[src/hdl/dqsp_pkg.sv]
package dqsp_pkg;

  // Field and state widths
  localparam int unsigned CfgIdxW  = 3;
  localparam int unsigned CfgDataW = 16;
  localparam int unsigned RunW     = 16;
  localparam int unsigned TimerW   = 17;
  localparam int unsigned SumW     = 5;

  // Configuration register indexes
  localparam logic [CfgIdxW-1:0] CfgDebounceCount  = 3'd0;
  localparam logic [CfgIdxW-1:0] CfgInvertOutputs  = 3'd1;
  localparam logic [CfgIdxW-1:0] CfgLongPulse      = 3'd2;
  localparam logic [CfgIdxW-1:0] CfgBasePulseTicks = 3'd3;
  localparam logic [CfgIdxW-1:0] CfgExtraPulseTicks = 3'd4;

  // Configuration reset values
  localparam logic [15:0] DebounceCountRst   = 16'd10;
  localparam logic        InvertOutputsRst   = 1'b0;
  localparam logic        LongPulseRst       = 1'b0;
  localparam logic [15:0] BasePulseTicksRst  = 16'd4;
  localparam logic [15:0] ExtraPulseTicksRst = 16'd36;

  // Judgment happens every fourth step; the sum must exceed the threshold in magnitude
  localparam logic signed [SumW-1:0] JudgeThreshold = 5'sd3;

  typedef struct packed {
    logic [15:0] debounce_count;
    logic        invert_outputs;
    logic        long_pulse;
    logic [15:0] base_pulse_ticks;
    logic [15:0] extra_pulse_ticks;
  } cfg_t;

  typedef struct packed {
    logic up_level;
    logic down_level;
    logic error_flag;
    logic busy_res;
  } res_t;

  // Quadrature step delta, indexed by {old A, old B, new A, new B}
  function automatic logic signed [2:0] quad_delta(input logic [3:0] idx);
    logic signed [2:0] d;
    case (idx) inside
      4'd1, 4'd7, 4'd8, 4'd14:  d = -3'sd1;
      4'd2, 4'd4, 4'd11, 4'd13: d = 3'sd1;
      4'd3, 4'd6, 4'd9, 4'd12:  d = 3'sd2;
      default:                  d = 3'sd0;
    endcase
    return d;
  endfunction

endpackage

[src/hdl/dqsp_cfg.sv]
module dqsp_cfg
  import dqsp_pkg::*;
(
  input  logic                clk_i,
  input  logic                rst_ni,
  input  logic                cfg_we_i,
  input  logic [CfgIdxW-1:0]  cfg_idx_i,
  input  logic [CfgDataW-1:0] cfg_data_i,
  output cfg_t                cfg_o
);

  cfg_t cfg_q;

  // Decode the index and write the selected register
  always_ff @(posedge clk_i or negedge rst_ni) begin
    if (!rst_ni) begin
      cfg_q.debounce_count    <= DebounceCountRst;
      cfg_q.invert_outputs    <= InvertOutputsRst;
      cfg_q.long_pulse        <= LongPulseRst;
      cfg_q.base_pulse_ticks  <= BasePulseTicksRst;
      cfg_q.extra_pulse_ticks <= ExtraPulseTicksRst;
    end else if (cfg_we_i) begin
      unique case (cfg_idx_i)
        CfgDebounceCount:   cfg_q.debounce_count    <= cfg_data_i;
        CfgInvertOutputs:   cfg_q.invert_outputs    <= cfg_data_i[0];
        CfgLongPulse:       cfg_q.long_pulse        <= cfg_data_i[0];
        CfgBasePulseTicks:  cfg_q.base_pulse_ticks  <= cfg_data_i;
        CfgExtraPulseTicks: cfg_q.extra_pulse_ticks <= cfg_data_i;
        default: ;
      endcase
    end
  end

  assign cfg_o = cfg_q;

endmodule

[src/hdl/dqsp_core.sv]
module dqsp_core
  import dqsp_pkg::*;
(
  input  logic clk_i,
  input  logic rst_ni,
  input  logic step_i,
  input  logic line_a_i,
  input  logic line_b_i,
  input  cfg_t cfg_i,
  output res_t res_o
);

  typedef enum logic [1:0] {PhStartup, PhIdle, PhDebounce, PhHold} phase_e;
  typedef enum logic [1:0] {DirNone, DirUp, DirDown} dir_e;

  phase_e                 phase_q, phase_d;
  dir_e                   dir_q, dir_d;
  logic [1:0]             acc_q, acc_d;
  logic [1:0]             last_q, last_d;
  logic [RunW-1:0]        run_a_q, run_a_d;
  logic [RunW-1:0]        run_b_q, run_b_d;
  logic signed [SumW-1:0] sum_q, sum_d;
  logic [1:0]             cnt_q, cnt_d;
  logic [TimerW-1:0]      timer_q, timer_d;

  logic [1:0]             smp;
  logic [RunW-1:0]        need;
  logic                   finish;
  logic                   busy;
  logic                   err;
  dir_e                   act;
  dir_e                   judged;
  logic signed [2:0]      delta;
  logic signed [SumW-1:0] sum_new;
  logic [TimerW-1:0]      len;

  assign smp  = {line_a_i, line_b_i};
  assign need = (cfg_i.debounce_count == '0) ? RunW'(1) : cfg_i.debounce_count;

  // Step delta and pulse length
  assign delta   = quad_delta({acc_q, smp});
  assign sum_new = sum_q + {{(SumW-3){delta[2]}}, delta};
  assign len     = {1'b0, cfg_i.base_pulse_ticks}
                 + (cfg_i.long_pulse ? {1'b0, cfg_i.extra_pulse_ticks} : '0);

  always_comb begin
    phase_d = phase_q;
    dir_d   = dir_q;
    acc_d   = acc_q;
    last_d  = last_q;
    run_a_d = run_a_q;
    run_b_d = run_b_q;
    sum_d   = sum_q;
    cnt_d   = cnt_q;
    timer_d = timer_q;
    finish  = 1'b0;
    busy    = 1'b0;
    err     = 1'b0;
    act     = DirNone;
    judged  = DirNone;

    unique case (phase_q)
      PhStartup: begin
        acc_d   = smp;
        last_d  = smp;
        phase_d = PhIdle;
      end
      PhIdle: begin
        // A change opens a debounce; the changed sample is its first sample
        if (smp != acc_q) begin
          busy    = 1'b1;
          run_a_d = RunW'(1);
          run_b_d = RunW'(1);
          last_d  = smp;
          phase_d = PhDebounce;
          finish  = (need == RunW'(1));
        end
      end
      PhDebounce: begin
        busy = 1'b1;
        if (last_q[1] != smp[1]) begin
          run_a_d = RunW'(1);
        end else if (run_a_q != '1) begin
          run_a_d = run_a_q + RunW'(1);
        end
        if (last_q[0] != smp[0]) begin
          run_b_d = RunW'(1);
        end else if (run_b_q != '1) begin
          run_b_d = run_b_q + RunW'(1);
        end
        last_d = smp;
        finish = (run_a_d >= need) && (run_b_d >= need);
      end
      PhHold: begin
        // Drive the held pulse and count down
        busy    = 1'b1;
        act     = dir_q;
        timer_d = timer_q - TimerW'(1);
        if (timer_d == '0) begin
          phase_d = PhIdle;
          dir_d   = DirNone;
        end
      end
      default: ;
    endcase

    // Accept the debounced state, count the step, judge every fourth step
    if (finish) begin
      acc_d = smp;
      cnt_d = cnt_q + 2'd1;
      if (cnt_d != 2'd0) begin
        sum_d   = sum_new;
        phase_d = PhIdle;
      end else begin
        if (sum_new > JudgeThreshold) begin
          judged = DirUp;
        end else if (sum_new < -JudgeThreshold) begin
          judged = DirDown;
        end else begin
          err = 1'b1;
        end
        act     = judged;
        sum_d   = '0;
        timer_d = (len == '0) ? '0 : len - TimerW'(1);
        if (timer_d != '0) begin
          phase_d = PhHold;
          dir_d   = judged;
        end else begin
          phase_d = PhIdle;
          dir_d   = DirNone;
        end
      end
    end
  end

  // Hold state; advance once per item
  always_ff @(posedge clk_i or negedge rst_ni) begin
    if (!rst_ni) begin
      phase_q <= PhStartup;
      dir_q   <= DirNone;
      acc_q   <= '0;
      last_q  <= '0;
      run_a_q <= '0;
      run_b_q <= '0;
      sum_q   <= '0;
      cnt_q   <= '0;
      timer_q <= '0;
    end else if (step_i) begin
      phase_q <= phase_d;
      dir_q   <= dir_d;
      acc_q   <= acc_d;
      last_q  <= last_d;
      run_a_q <= run_a_d;
      run_b_q <= run_b_d;
      sum_q   <= sum_d;
      cnt_q   <= cnt_d;
      timer_q <= timer_d;
    end
  end

  // Output levels follow the invert setting
  assign res_o.up_level   = (act == DirUp) ^ cfg_i.invert_outputs;
  assign res_o.down_level = (act == DirDown) ^ cfg_i.invert_outputs;
  assign res_o.error_flag = err;
  assign res_o.busy_res   = busy;

endmodule

[src/hdl/debounced_quadrature_step_pulser.sv]
// Quadrature encoder decoder with debounce. Each accepted word is one sample
// of encoder lines A and B and yields exactly one result word: the up and down
// pin levels, a one-tick error flag and a busy flag. A line change is
// debounced until both lines have held steady for debounce_count samples; the
// step delta is then summed, and every fourth step the sum is judged into an
// up pulse, a down pulse or an error, held for base_pulse_ticks (plus
// extra_pulse_ticks when long_pulse is set). The block takes one word per
// clock cycle while the result register is free or drains; results come from
// the result register, the decoder state being updated in the single pass
// from the input register. The user must write registers through
// cfg_we_i/cfg_idx_i/cfg_data_i while no word is in flight; the block does not enforce it.
module debounced_quadrature_step_pulser
  import dqsp_pkg::*;
(
  input  logic                clk_i,
  input  logic                rst_ni,
  input  logic                cfg_we_i,
  input  logic [CfgIdxW-1:0]  cfg_idx_i,
  input  logic [CfgDataW-1:0] cfg_data_i,
  input  logic                in_valid_i,
  output logic                in_ready_o,
  input  logic                line_a_i,
  input  logic                line_b_i,
  output logic                out_valid_o,
  input  logic                out_ready_i,
  output logic                up_level_o,
  output logic                down_level_o,
  output logic                error_flag_o,
  output logic                busy_res_o
);

  cfg_t cfg;
  res_t res;
  res_t res_q;
  logic in_vld_q;
  logic in_a_q;
  logic in_b_q;
  logic out_vld_q;
  logic advance;

  dqsp_cfg u_cfg (
    .clk_i      (clk_i),
    .rst_ni     (rst_ni),
    .cfg_we_i   (cfg_we_i),
    .cfg_idx_i  (cfg_idx_i),
    .cfg_data_i (cfg_data_i),
    .cfg_o      (cfg)
  );

  dqsp_core u_core (
    .clk_i    (clk_i),
    .rst_ni   (rst_ni),
    .step_i   (advance),
    .line_a_i (in_a_q),
    .line_b_i (in_b_q),
    .cfg_i    (cfg),
    .res_o    (res)
  );

  // Move a word into the result register when that register is free or drains
  assign advance    = in_vld_q && (!out_vld_q || out_ready_i);
  assign in_ready_o = !in_vld_q || advance;

  // Input register
  always_ff @(posedge clk_i or negedge rst_ni) begin
    if (!rst_ni) begin
      in_vld_q <= 1'b0;
    end else if (in_valid_i && in_ready_o) begin
      in_vld_q <= 1'b1;
    end else if (advance) begin
      in_vld_q <= 1'b0;
    end
  end

  always_ff @(posedge clk_i) begin
    if (in_valid_i && in_ready_o) begin
      in_a_q <= line_a_i;
      in_b_q <= line_b_i;
    end
  end

  // Result register
  always_ff @(posedge clk_i or negedge rst_ni) begin
    if (!rst_ni) begin
      out_vld_q <= 1'b0;
    end else if (advance) begin
      out_vld_q <= 1'b1;
    end else if (out_ready_i) begin
      out_vld_q <= 1'b0;
    end
  end

  always_ff @(posedge clk_i) begin
    if (advance) begin
      res_q <= res;
    end
  end

  assign out_valid_o  = out_vld_q;
  assign up_level_o   = res_q.up_level;
  assign down_level_o = res_q.down_level;
  assign error_flag_o = res_q.error_flag;
  assign busy_res_o   = res_q.busy_res;

endmodule
[config.mk]
export PLATFORM = sky130hd
export DESIGN_NAME = debounced_quadrature_step_pulser
export DESIGN_NICKNAME = d
export VERILOG_FILES = /design/src/hdl/dqsp_pkg.sv /design/src/hdl/dqsp_cfg.sv /design/src/hdl/dqsp_core.sv /design/src/hdl/debounced_quadrature_step_pulser.sv
export SDC_FILE = /design/constraint.sdc
export NUM_CORES = 1
export LEC_CHECK = 0
export BUFFER_PORTS_ARGS = -buffer_cell sky130_fd_sc_hd__buf_2
export CORE_MARGIN = 2
export CORE_UTILIZATION = 57
export DETAILED_ROUTE_END_ITERATION = 10
export PLACE_DENSITY = 0.77
export SLEW_MARGIN = 20
export SYNTH_ARGS = -nofsm -noshare
export SYNTH_HDL_FRONTEND = slang
export SYNTH_SLANG_ARGS = --single-unit
[constraint.sdc]
create_clock -name clk_i -period 3.96 [get_ports clk_i]
set_input_delay 0.198 -clock clk_i [delete_from_list [all_inputs] [get_ports clk_i]]
set_output_delay 0.198 -clock clk_i [all_outputs]
set_load 0.02 [all_outputs]
==> results by group, run 1 <==
Drt
  – Routed wire length: around 22000 µm
  – DR vias: 7489
  – Drt wl/cell: about 18 µm
  – Violation count after the first detailed-route iteration: a little over 600
  – First-pass DRT Iterations: 7
  – Final ANT Viol Nets: 0
  – Number of vias per cell: 6.205
  – DRC violations left: 0

Worst setup path
  – Crit Path Category: reg -> reg
  – Family with the most delay on the worst path: simple AND/OR/NAND/NOR gates
  – Worst path cell trace: and2_1, ha_1, fa_2, a211oi_4, o21a_4, xnor2_2, or4_4, or3_2, a211oi_2, o211ai_1, a21oi_2, o21ai_0
  – Critical path launch point type: flop
  – WP data required: between 4 and 5 ns
  – Worst-path fanout max: 5
  – Worst path arrival time: between 4 and 5 ns
  – Reg2reg setup slack: around 0.17 ns
  – Slowest cell on crit path: or4_4
  – CP Capture Type: flop
  – Crit path buf inv count: 0
  – Max stage delay on crit path: 0.59 ns

STA
  – Count of final setup violators: 0
  – Worst setup margin: between 0.15 and 0.2 ns
  – Worst slew pin tran: approximately 0.96 ns
  – Fin crit share: 0.9580
  – Fmax: 0.2636 GHz
  – Rel. slew slack: 0.3602
  – Post-layout min period: approximately 3.8 ns
  – Setup_tns: 0 ns
  – Count of final hold-check violations: 0
  – Slew Limit Fails: 0
  – Clock skew: ~0.013 ns

Placed design
  – GPL Wtd Cong: 0.9475
  – Placed cells: roughly 1200
  – DP Area: slightly above 9000 µm²
  – DP HPWL: between 15000 and 20000 µm
  – Port bufs: 31
  – Pre-CTS WS: -0.04130 ns

Clock tree
  – Root Driver: clkbuf_16
  – H-tree levels: 4
  – Reg clk slew, reported paths: around 0.07 ns
  – CTS Buffer Depth: 2
  – CTS tree: done
  – CTS sink cnt: 122
  – Worst-Skew Late Latency: 0.44 ns
  – CTS Buf Count: 17

Cells and area
  – Final instance area: around 10000 µm²
  – Layout Cells excl Fill: around 1200
  – Area grow syn2layout: 16.66%
  – Layout net count: between 1000 and 1500
  – Area of the multi-input gates: between 5000 and 6000 µm²
  – Share of cells above drive strength 1: 0.2072
  – Number of diodes: 0
  – Sequential Area: approximately 3100 µm²
  – Filler instances: about 1200

Logic synthesis
  – Ys async rst share: 0.9508
  – Seq/Total Area, Yosys: 0.3589
  – Post-synth EDFFs: 6
  – Net Count, Synth: 1030
  – Largest cells by area after synthesis: dfrtp_1 32%, ha_1 9.0%, mux2_2 5.2%, o21ai_0 3.9%, nor2_1 3.5%
  – Mux contribution to synthesized area: 0.05698
  – XOR/XNOR share of the synthesized area: 0.06512
  – Yosys Warn Count: 0
  – Simple-Gate Fraction of Synth Area: 0.1988
  – Ys flop type: dfrtp_1
  – Adder-Cell Fraction of Synth Area: 0.09477
  – Seq cells post-synth: roughly 120
  – Largest family of logic cells by synthesized area: simple AND/OR/NAND/NOR gates
  – Synth unique cells: between 70 and 80
  – Syn Area/Cell: between 9 and 10 µm²
  – Leading area contributor after synthesis: dfrtp_1
  – Top cell type's share of synthesized area: 0.3227
  – Complex-gate fraction of the synthesized area: 0.1927
  – Cells after Synth: between 900 and 1000
  – Synth Cell Area: 8608 µm²

GRT
  – Vias in the first global route: roughly 7100
  – Largest net degree at the start of global routing: 73
  – First-pass GRT wire length: 35940 µm
  – Overflow after GRT: 0
  – Initial antenna violation count: 0
  – GRT Util Overall: 0.2800

Die
  – Die area: between 15000 and 20000 µm²
  – FP Rows: 44
  – Core box area: ~15000 µm²
  – Initial Util: 0.5878
  – DIE WIDTH: 126.9 µm
  – Die height: 126.9 µm
  – I/O pin count: 32

Run
  – Number of max-cap violations: 0

Power and ir drop
  – Peak supply drop: about 0.44 mV
  – Pwr dens: between 500 and 600 nW/µm²
  – Total power: about 0.0059 W
  – Pleak: between 4 and 5 nW

Outcome
  – Status: finished clean

Worst hold path
  – HP Class: in -> reg
synth_stat cells, types with 4 or more instances:
cell         n
o221ai_1     4
and3_1      10
nor4b_1      5
o211ai_1     9
xnor2_1     28
mux2i_1      4
nor4_1      11
dfstp_2      5
nand3_1     20
nand2b_1    13
xor2_1      31
nor3b_1      7
a2111oi_0    4
nand2_1     78
nor3_1      28
nor2_1      81
and4_1       4
ha_1        62
o21a_1       9
nand4_1     14
a22o_1      30
clkbuf_1    35
a21o_1       7
mux2_2      40
a211oi_1     6
o21ai_0     67
inv_1       33
edfxtp_1     6
a21oi_1     48
dfrtp_1    111
a31oi_1     11
o41ai_1      5
or2_2        4
nor2b_1      8
and2_1      26
or3_1        7
o22ai_1      4
o32a_1       4
routing by layer:
metal / global-route usage / routed length [µm]
met5: 0 / 0
met2: 0.4225 / 9778
met4: 0.09438 / 378
met3: 0.05947 / 1272
met1: 0.4031 / 10170
cell families after synthesis:
logic type,Yosys count
flops,122
fa+ha+maj,64
buf+inv,72
simple gates,332
mux,44
xor+xnor,61
compound gates,245
worst reg2reg max path, delay by kind of cell, from the launching register on:
family,cells,cell delay (ns)
flops,1,0.42
simple gates,3,1.27
compound gates,6,1.23
fa+ha+maj,2,0.65
xor+xnor,1,0.10
report_power, final:
group / total [W] / switching [W] / internal, W
clock: 0.00156 / 0.000625 / 0.000935
sequential: 0.00174 / 0.000226 / 0.00152
combinational: 0.00262 / 0.00153 / 0.00109
total: 0.00592 / 0.00238 / 0.00354
layout make-up:
cell class / instances / area share
clock buffers: 17 / 0.04236
clock inverters: 15 / 0.01694
inverters: 33 / 0.01233
multi-input cells: 746 / 0.5358
flip-flops and latches: 122 / 0.3076
well taps: 184 / 0.02293
repair buffers: 90 / 0.06205
state kept, by name, indices dropped and copies added (netlist names):
name and count:
in_vld_q 1, up_level_o 1, error_flag_o 1, u_cfg.cfg_o 50, u_core.run_b_q 16, u_core.sum_q 5, u_core.acc_q 2, busy_res_o 1
u_core.last_q 2, in_a_q 1, u_core.dir_q 2, u_core.run_a_q 16, out_valid_o 1, u_core.cnt_q 2, down_level_o 1, in_b_q 1
u_core.phase_q 2, u_core.timer_q 17
path summary, 6_finish.rpt:
check                                 from               to  cells past startpoint
setup / recovery           u_cfg.cfg_o[32]  u_core.dir_q[0]                     12
hold / removal              cfg_data_i[14]  u_cfg.cfg_o[48]                      3
setup reg to reg           u_cfg.cfg_o[32]  u_core.dir_q[0]                     12
hold reg to reg                   in_vld_q      out_valid_o                      1
max in group asynchronous           rst_ni  u_cfg.cfg_o[37]                      3
min in group asynchronous           rst_ni      out_valid_o                      2
repair_timing:
item                                   CTS  global route
buffers inserted                         0             3
endpoints found under the hold margin   70             0
setup endpoints to repair                3            33
gates resized for setup                  3            29
hold buffers                             4             0
pin swaps                                0            11
placed cells by master (no fill, tap or decap), types with 31 or more instances in the layout:
cell type,n
a21oi_1,46
buf_4,55
nand2_1,77
ha_1,61
nor2_1,77
dfrtp_1,111
mux2_2,40
xor2_1,31
inv_1,33
o21ai_0,64
metrics by stage:
step | util | hold WS [ns]
2_1_floorplan | - | -0.09759
3_3_place_gp | 0.6320 | 0.3798
3_5_place_dp | 0.6320 | 0.3795
4_1_cts | 0.6764 | 0.004578
5_1_grt | 0.6857 | 0.02075
6_report | 0.6857 | 0.009337
Note: power is estimated with default switching activity, not from simulation.
==> inputs of run 2 (changes only) <==
BUFFER_PORTS_ARGS = unset   (was -buffer_cell sky130_fd_sc_hd__buf_2)
CORE_UTILIZATION = 59   (was 57)
DONT_BUFFER_PORTS = 1   (was unset)
PLACE_DENSITY = 0.78   (was 0.77)
==> results by group, run 2 (synthesis results as in run 1) <==
Worst setup path
  – Worst path cell trace: and4_4, nand4_1, nor4_4, nand2b_1, and3_4, xnor2_1, nor2_1, ha_1, a21oi_1, nor2_1, o41ai_2, o21ai_2, o211a_4, buf_4, clkbuf_16, o32a_1, o21ai_0
  – Slowest cell on crit path: o41ai_2
  – R2R depth: 17 (+5)
  – WP data required: 4.30 ns (+0.03 ns)
  – CP Capture Type: flop
  – Crit Path Category: reg -> reg
  – Worst path arrival time: 4.16 ns (+0.06 ns)
  – Most Frequent Cell on Critical Path: nor2_1
  – Worst-path fanout max: 15 (+10)
  – Critical path launch point type: flop
  – Reg2reg setup slack: 0.13 ns (-0.03 ns)
  – Max stage delay on crit path: 0.36 ns (-0.23 ns)

Power and ir drop
  – Clk network pwr share: 0.269 (+0.006)
  – Pwr dens: 587.9 nW/µm² (-0.33%)
  – Sw Share: 0.4034 (+0.001137)
  – Internal: 0.003531 W (-0.27%)
  – Gate power share: 0.432 (-0.010)
  – Total power: 0.005919 W (about the same)
  – Share of power burned in registers: 0.299 (+0.005)
  – NetSw: 0.002388 W (+0.20%)
  – Peak supply drop: 0.4528 mV (+3.4%)
  – Pleak: 4.327 nW (-1.6%)

Die
  – Initial Util: 0.5991 (+0.01126)
  – FP Rows: 44 (unchanged)
  – Die area: 15570 µm² (-3.3%)
  – Die height: 124.8 µm (-1.7%)
  – I/O pin count: 32 (unchanged)
  – DIE WIDTH: 124.8 µm (-1.7%)
  – Core box area: 14370 µm² (-1.9%)

STA
  – Count of final setup violators: 0 (unchanged)
  – Clock skew: 0.01137 ns (-0.001663 ns)
  – Slew Limit Fails: 0 (unchanged)
  – Post-layout min period: 3.828 ns (+0.03483 ns)
  – Count of final hold-check violations: 0 (unchanged)
  – Fmax: 0.2612 GHz (-0.91%)
  – Worst slew pin tran: 0.9435 ns (-0.01613 ns)
  – Fin crit share: 0.9668 (+0.008795)
  – Worst setup margin: 0.1316 ns (-0.03483 ns)
  – Rel. slew slack: 0.3692 (+0.008991)

Cells and area
  – Layout net count: 1075 (-2.3%)
  – Area grow syn2layout: 16.95%
  – Final instance area: 10070 µm² (+0.25%)
  – Number of diodes: 0 (unchanged)
  – Share of cells above drive strength 1: 0.1743 (-0.03288)
  – Commonest cells after routing, fill and taps aside: 110 x dfrtp_1, 77 x nand2_1, 75 x nor2_1
  – Max reg flops: 50 (unchanged)
  – Commonest non-fill, non-tap cell in the layout: dfrtp_1

Run
  – Number of max-cap violations: 0 (unchanged)

Placed design
  – DP HPWL: 14880 µm (-5.1%)
  – Pre-CTS WS: 0.07503 ns (+0.1163 ns)
  – DP Area: 8962 µm² (-3.2%)
  – GPL Wtd Cong: 0.9029 (-4.7%)
  – Port bufs: 0 (-100%)

GRT
  – Overflow after GRT: 0 (unchanged)
  – First-pass GRT wire length: 35740 µm (-0.54%)
  – Largest net degree at the start of global routing: 117 (+60%)
  – Vias in the first global route: 7075 (-0.91%)
  – Initial antenna violation count: 0 (unchanged)
  – GRT Util Overall: 0.2849 (+0.004853)

Clock tree
  – CTS tree: done
  – Worst-Skew Late Latency: 0.43 ns (about the same)
  – CTS Buffer Depth: 2 (unchanged)
  – CTS Buf Count: 17 (unchanged)
  – CTS sink cnt: 122 (unchanged)
  – H-tree levels: 4 (unchanged)
  – Root Driver: clkbuf_16
  – Reg clk slew, reported paths: 0.06 ns (about the same)

Drt
  – DRC violations left: 0 (unchanged)
  – Violation count after the first detailed-route iteration: 651 (+6.9%)
  – DR vias: 7504 (+0.20%)
  – First-pass DRT Iterations: 5 (-2)
  – Drt wl/cell: 18.30 µm (+2.3%)
  – Number of vias per cell: 6.349 (+2.3%)
  – Routed wire length: 21640 µm (+0.17%)
  – Final ANT Viol Nets: 0 (unchanged)

Worst hold path
  – HP Class: in -> reg
  – Hold path cells: 2 (-1)

Outcome
  – Status: finished clean
-- run 2: metrics by stage --
step | hold slack, ns | TNS (ns) | utilization | std cells
2_1_floorplan | -0.09759 | 0 | - | 940
3_3_place_gp | -0.09435 | 0 | 0.6237 | 1119
3_5_place_dp | -0.09501 | 0 | 0.6237 | 1119
4_1_cts | 0.02767 | 0 | 0.6825 | 1173
5_1_grt | 0.02612 | -0.3402 | 0.7006 | 1182
6_report | 0.04341 | 0 | 0.7006 | 1182
-- run 2: path summary, 6_finish.rpt --
| path | from | endpoint |
|---|---|---|
| worst max-delay path | u_core.run_a_q[3] | u_core.timer_q[11] |
| worst min-delay path | cfg_idx_i[1] | u_cfg.cfg_o[33] |
| worst max register to register | u_core.run_a_q[3] | u_core.timer_q[11] |
| worst min register to register | u_core.sum_q[0] | u_core.sum_q[0] |
| max in group asynchronous | rst_ni | u_core.timer_q[12] |
| min in group asynchronous | rst_ni | u_core.run_a_q[9] |
-- run 2: routing by layer --
| metal | part of all wire | up-vias | global-route usage |
|---|---|---|---|
| met2 | 0.47 | 274 | 0.4484 |
| met5 | 0 | - | 0 |
| met1 | 0.45 | 3644 | 0.3958 |
| li1 | - | 3548 | - |
| met3 | 0.059 | 38 | 0.05713 |
| met4 | 0.018 | 0 | 0.09518 |
-- run 2: power by group through the flow --
stage,logic [W],clock network [W],registers [W]
4_1_cts,0.00246,0.00161,0.00176
5_1_grt,0.00285,0.00167,0.00180
6_report,0.00256,0.00159,0.00177
3_5_place_dp,0.00237,0,0.00178
2_1_floorplan,0.00188,0,0.00170
3_3_place_gp,0.00234,0,0.00177
-- run 2: final cells by class --
cell class | instances | area, µm²
clock buffers | 17 | 425.4
clock inverters | 15 | 181.4
fillers | 1048 | 4302
inverters | 33 | 123.9
multi-input cells | 746 | 5413
flip-flops and latches | 122 | 3090
well taps | 184 | 230.2
repair buffers | 65 | 603.1
-- run 2: critical path, delay by kind of cell, from the launching register on --
family	cells	cell delay (ns)
DFF	1	0.35
buffers and inverters	2	0.31
and+or+nand+nor	7	1.21
adders and majority gates	1	0.31
AOI/OAI and AO/OA	6	1.38
xor gates and xnor gates	1	0.16
-- run 2: repair_timing --
| action | CTS | global route |
|---|---|---|
| hold buffers | 22 | 0 |
| setup endpoints to repair | 0 | 33 |
| buffers inserted | 0 | 8 |
| endpoints found under the hold margin | 170 | 0 |
| gates resized for setup | 0 | 41 |
==> inputs of run 3 (changes only) <==
ABC_AREA = 1   (was unset)
==> results by group, run 3 <==
Cells and area
  – Number of diodes: 0 (unchanged)
  – Share of cells above drive strength 1: 0.1187 (-0.05567)
  – Max reg flops: 50 (unchanged)
  – Layout net count: 1501 (+40%)
  – Commonest cells after routing, fill and taps aside: 354 x nand2_1, 220 x inv_1, 111 x dfrtp_1
  – Commonest non-fill, non-tap cell in the layout: nand2_1
  – Layout Cells excl Fill: 1635 (+38%)
  – Area grow syn2layout: 17.55%
  – Filler instances: 1224 (+17%)

Logic synthesis
  – Commonest cells post-synth: 366 x nand2_1, 225 x inv_1, 138 x o21ai_0
  – Synth Cell Area: 9324 µm² (+8.3%)
  – Simple-Gate Fraction of Synth Area: 0.2888 (+0.08994)
  – Most instantiated library cell after synthesis: nand2_1
  – Ys flop type: dfrtp_1
  – Top cell type's share of synthesized area: 0.2979 (-0.02477)
  – Seq/Total Area, Yosys: 0.3313 (-0.02755)
  – Leading area contributor after synthesis: dfrtp_1
  – Yosys Warn Count: 0 (unchanged)
  – Largest family of logic cells by synthesized area: simple AND/OR/NAND/NOR gates
  – Seq cells post-synth: 122 (unchanged)
  – Complex-gate fraction of the synthesized area: 0.1463 (-0.04646)
  – Syn Area/Cell: 6.831 µm² (-25%)
  – Largest cells by area after synthesis: dfrtp_1 30%, nand2_1 15%, inv_1 9.1%, ha_1 8.3%, o21ai_0 7.4%
  – Post-synth EDFFs: 6 (unchanged)
  – Synth unique cells: 52 (-32%)
  – Cells after Synth: 1365 (+45%)
  – Ys async rst share: 0.9508 (unchanged)
  – XOR/XNOR share of the synthesized area: 0.03757 (-0.02754)
  – Net Count, Synth: 1455 (+41%)
  – Adder-Cell Fraction of Synth Area: 0.08749 (-0.007274)
  – Mux contribution to synthesized area: 0.001208 (-0.05577)

Worst setup path
  – Crit Path Category: reg -> reg
  – R2R depth: 29 (+12)
  – Worst path arrival time: 4.22 ns (+0.06 ns)
  – WP data required: 4.13 ns (-0.17 ns)
  – CP Capture Type: flop
  – Slowest cell on crit path: dfrtp_1
  – Reg2reg setup slack: -0.08 ns (-0.21 ns)
  – Max stage delay on crit path: 0.39 ns (+0.03 ns)
  – Most Frequent Cell on Critical Path: nand2_2
  – Worst r2r src: u_core.run_a_q[1]
  – Critical path launch point type: flop
  – Worst R2R End: up_level_o
  – Worst-path fanout max: 6 (-9)

Outcome
  – Status: finished with violations
  – Failing checks: negative setup slack

Die
  – DIE WIDTH: 129.7 µm (+3.9%)
  – Die area: 16820 µm² (+8.0%)
  – I/O pin count: 32 (unchanged)
  – Initial Util: 0.6088 (+0.009729)
  – FP Rows: 45 (+2.3%)
  – Core box area: 15310 µm² (+6.6%)
  – Die height: 129.7 µm (+3.9%)

GRT
  – Overflow after GRT: 0 (unchanged)
  – GRT Util Overall: 0.2899 (+0.005081)
  – Largest net degree at the start of global routing: 117 (unchanged)
  – First-pass GRT wire length: 38930 µm (+8.9%)
  – Vias in the first global route: 8255 (+17%)
  – Initial antenna violation count: 0 (unchanged)

Drt
  – Final ANT Viol Nets: 0 (unchanged)
  – Violation count after the first detailed-route iteration: 875 (+34%)
  – Number of vias per cell: 5.596 (-12%)
  – DR vias: 9149 (+22%)
  – DR top layer: met4
  – WL met2: 11930 µm (+17%)
  – Drt wl/cell: 15.31 µm (-16%)
  – First-pass DRT Iterations: 5 (unchanged)
  – Routed wire length: 25030 µm (+16%)
  – M1 WL: 10890 µm (+11%)
  – DRC violations left: 0 (unchanged)
  – Met3 routed wirelength: 1633 µm (+27%)

Clock tree
  – CTS tree: done
  – Worst-Skew Late Latency: 0.43 ns (about the same)
  – H-tree levels: 4 (unchanged)
  – Root Driver: clkbuf_16
  – CTS sink cnt: 122 (unchanged)
  – CTS Buffer Depth: 2 (unchanged)
  – CTS Buf Count: 17 (unchanged)
  – Reg clk slew, reported paths: 0.06 ns (about the same)

STA
  – Worst setup margin: -0.08280 ns (-0.2144 ns)
  – Post-layout min period: 4.043 ns (+0.2144 ns)
  – Worst slew pin tran: 1.023 ns (+0.07953 ns)
  – RSZ-0062 raised after global routing: true
  – Count of final setup violators: 13 (+13)
  – Count of final hold-check violations: 0 (unchanged)
  – Slew Limit Fails: 0 (unchanged)
  – Fmax: 0.2474 GHz (-5.3%)
  – Clock skew: 0.006576 ns (-0.004796 ns)
  – Rel. slew slack: 0.3160 (-0.05317)
  – Fin crit share: 1.021 (+0.05414)

Worst hold path
  – HP Class: in -> reg
  – Worst Hold Launch: cfg_data_i[4]
  – Hold path cells: 2 (unchanged)
  – Worst hold endpoint: u_cfg.cfg_o[20]

Placed design
  – DP HPWL: 16780 µm (+13%)
  – Port bufs: 0 (unchanged)
  – Pre-CTS WS: -0.07812 ns (-0.1531 ns)
  – GPL Wtd Cong: 0.9451 (+4.7%)
  – Placed cells: 1571 (+40%)

Power and ir drop
  – Pleak: 5.779 nW (+34%)
  – Peak supply drop: 0.4773 mV (+5.4%)
  – Pwr dens: 631.6 nW/µm² (+7.4%)

Run
  – Number of max-cap violations: 0 (unchanged)
-- run 3: how the worst max path moves through the flow --
stage                            startpoint           end  cells after the start
final                     u_core.run_a_q[1]    up_level_o                     29
after global routing      u_core.run_a_q[1]  down_level_o                     30
after CTS                 u_core.run_a_q[1]    up_level_o                     33
after detailed placement  u_core.run_a_q[1]    up_level_o                     29
after global placement    u_core.run_a_q[1]    up_level_o                     29
after floorplan           u_core.run_b_q[0]    up_level_o                     29
-- run 3: worst max-delay path: cells and delay by family (launching register included) --
kind | cells | cell delay, ns
AOI/OAI and AO/OA | 4 | 0.63
xor gates and xnor gates | 1 | 0.16
adders and majority gates | 2 | 0.50
and+or+nand+nor | 18 | 1.79
DFF | 1 | 0.39
buffers and inverters | 4 | 0.34
-- run 3: what timing repair did --
action	4_1_cts	5_1_grt
hold buffers	16	0
hold endpoints to repair	138	0
buffers inserted	0	11
gates resized for setup	5	102
gates cloned	0	5
endpoints found under the setup margin	18	33
pin swaps	0	26
-- run 3: area by class of cell --
type	count	area, µm²	share of cell area
flip-flops and latches	122	3089	0.2818
clock inverters	14	202.7	0.01849
multi-input cells	982	5520	0.5037
inverters	232	883.3	0.08059
well taps	211	264.0	0.02409
repair buffers	56	571.8	0.05217
clock buffers	18	429.2	0.03916
-- run 3: metal layers --
layer	track usage	up-vias
met2	0.4734	353
li1	-	4510
met5	0	-
met3	0.04756	63
met1	0.3995	4223
met4	0.08665	0
-- run 3: cell families (layout without fill, tap and decap cells) --
| group | count (synthesis) | in the layout |
|---|---|---|
| AOI/OAI and AO/OA | 252 | 252 |
| xor gates and xnor gates | 40 | 40 |
| buffers and inverters | 261 | 320 |
| adders and majority gates | 64 | 64 |
| and+or+nand+nor | 625 | 625 |
| muxes | 1 | 1 |
| DFF | 122 | 122 |
-- run 3: report_power, final --
| group | internal, W | switching (W) | total, W | leakage, nW |
|---|---|---|---|---|
| clock | 0.00111 | 0.000573 | 0.00168 | 0.298 |
| combinational | 0.00117 | 0.00216 | 0.00333 | 3.94 |
| sequential | 0.00161 | 0.000300 | 0.00191 | 1.54 |
| total | 0.00389 | 0.00304 | 0.00692 | 5.78 |
-- run 3: per-stage QoR --
| stage | hold WS [ns] | power (W) | instance area [µm²] | util | setup TNS (ns) |
|---|---|---|---|---|---|
| after floorplan | -0.09759 | 0.004124 | 9324 | - | 0 |
| after global placement | -0.09324 | 0.004767 | 9651 | 0.6301 | 0 |
| after detailed placement | -0.09375 | 0.004845 | 9651 | 0.6301 | -0.2423 |
| after CTS | 0.0005959 | 0.006603 | 10480 | 0.6845 | 0 |
| after global routing | 0.01035 | 0.007449 | 10960 | 0.7157 | -8.193 |
| final | 0.006958 | 0.006923 | 10960 | 0.7157 | -0.5588 |
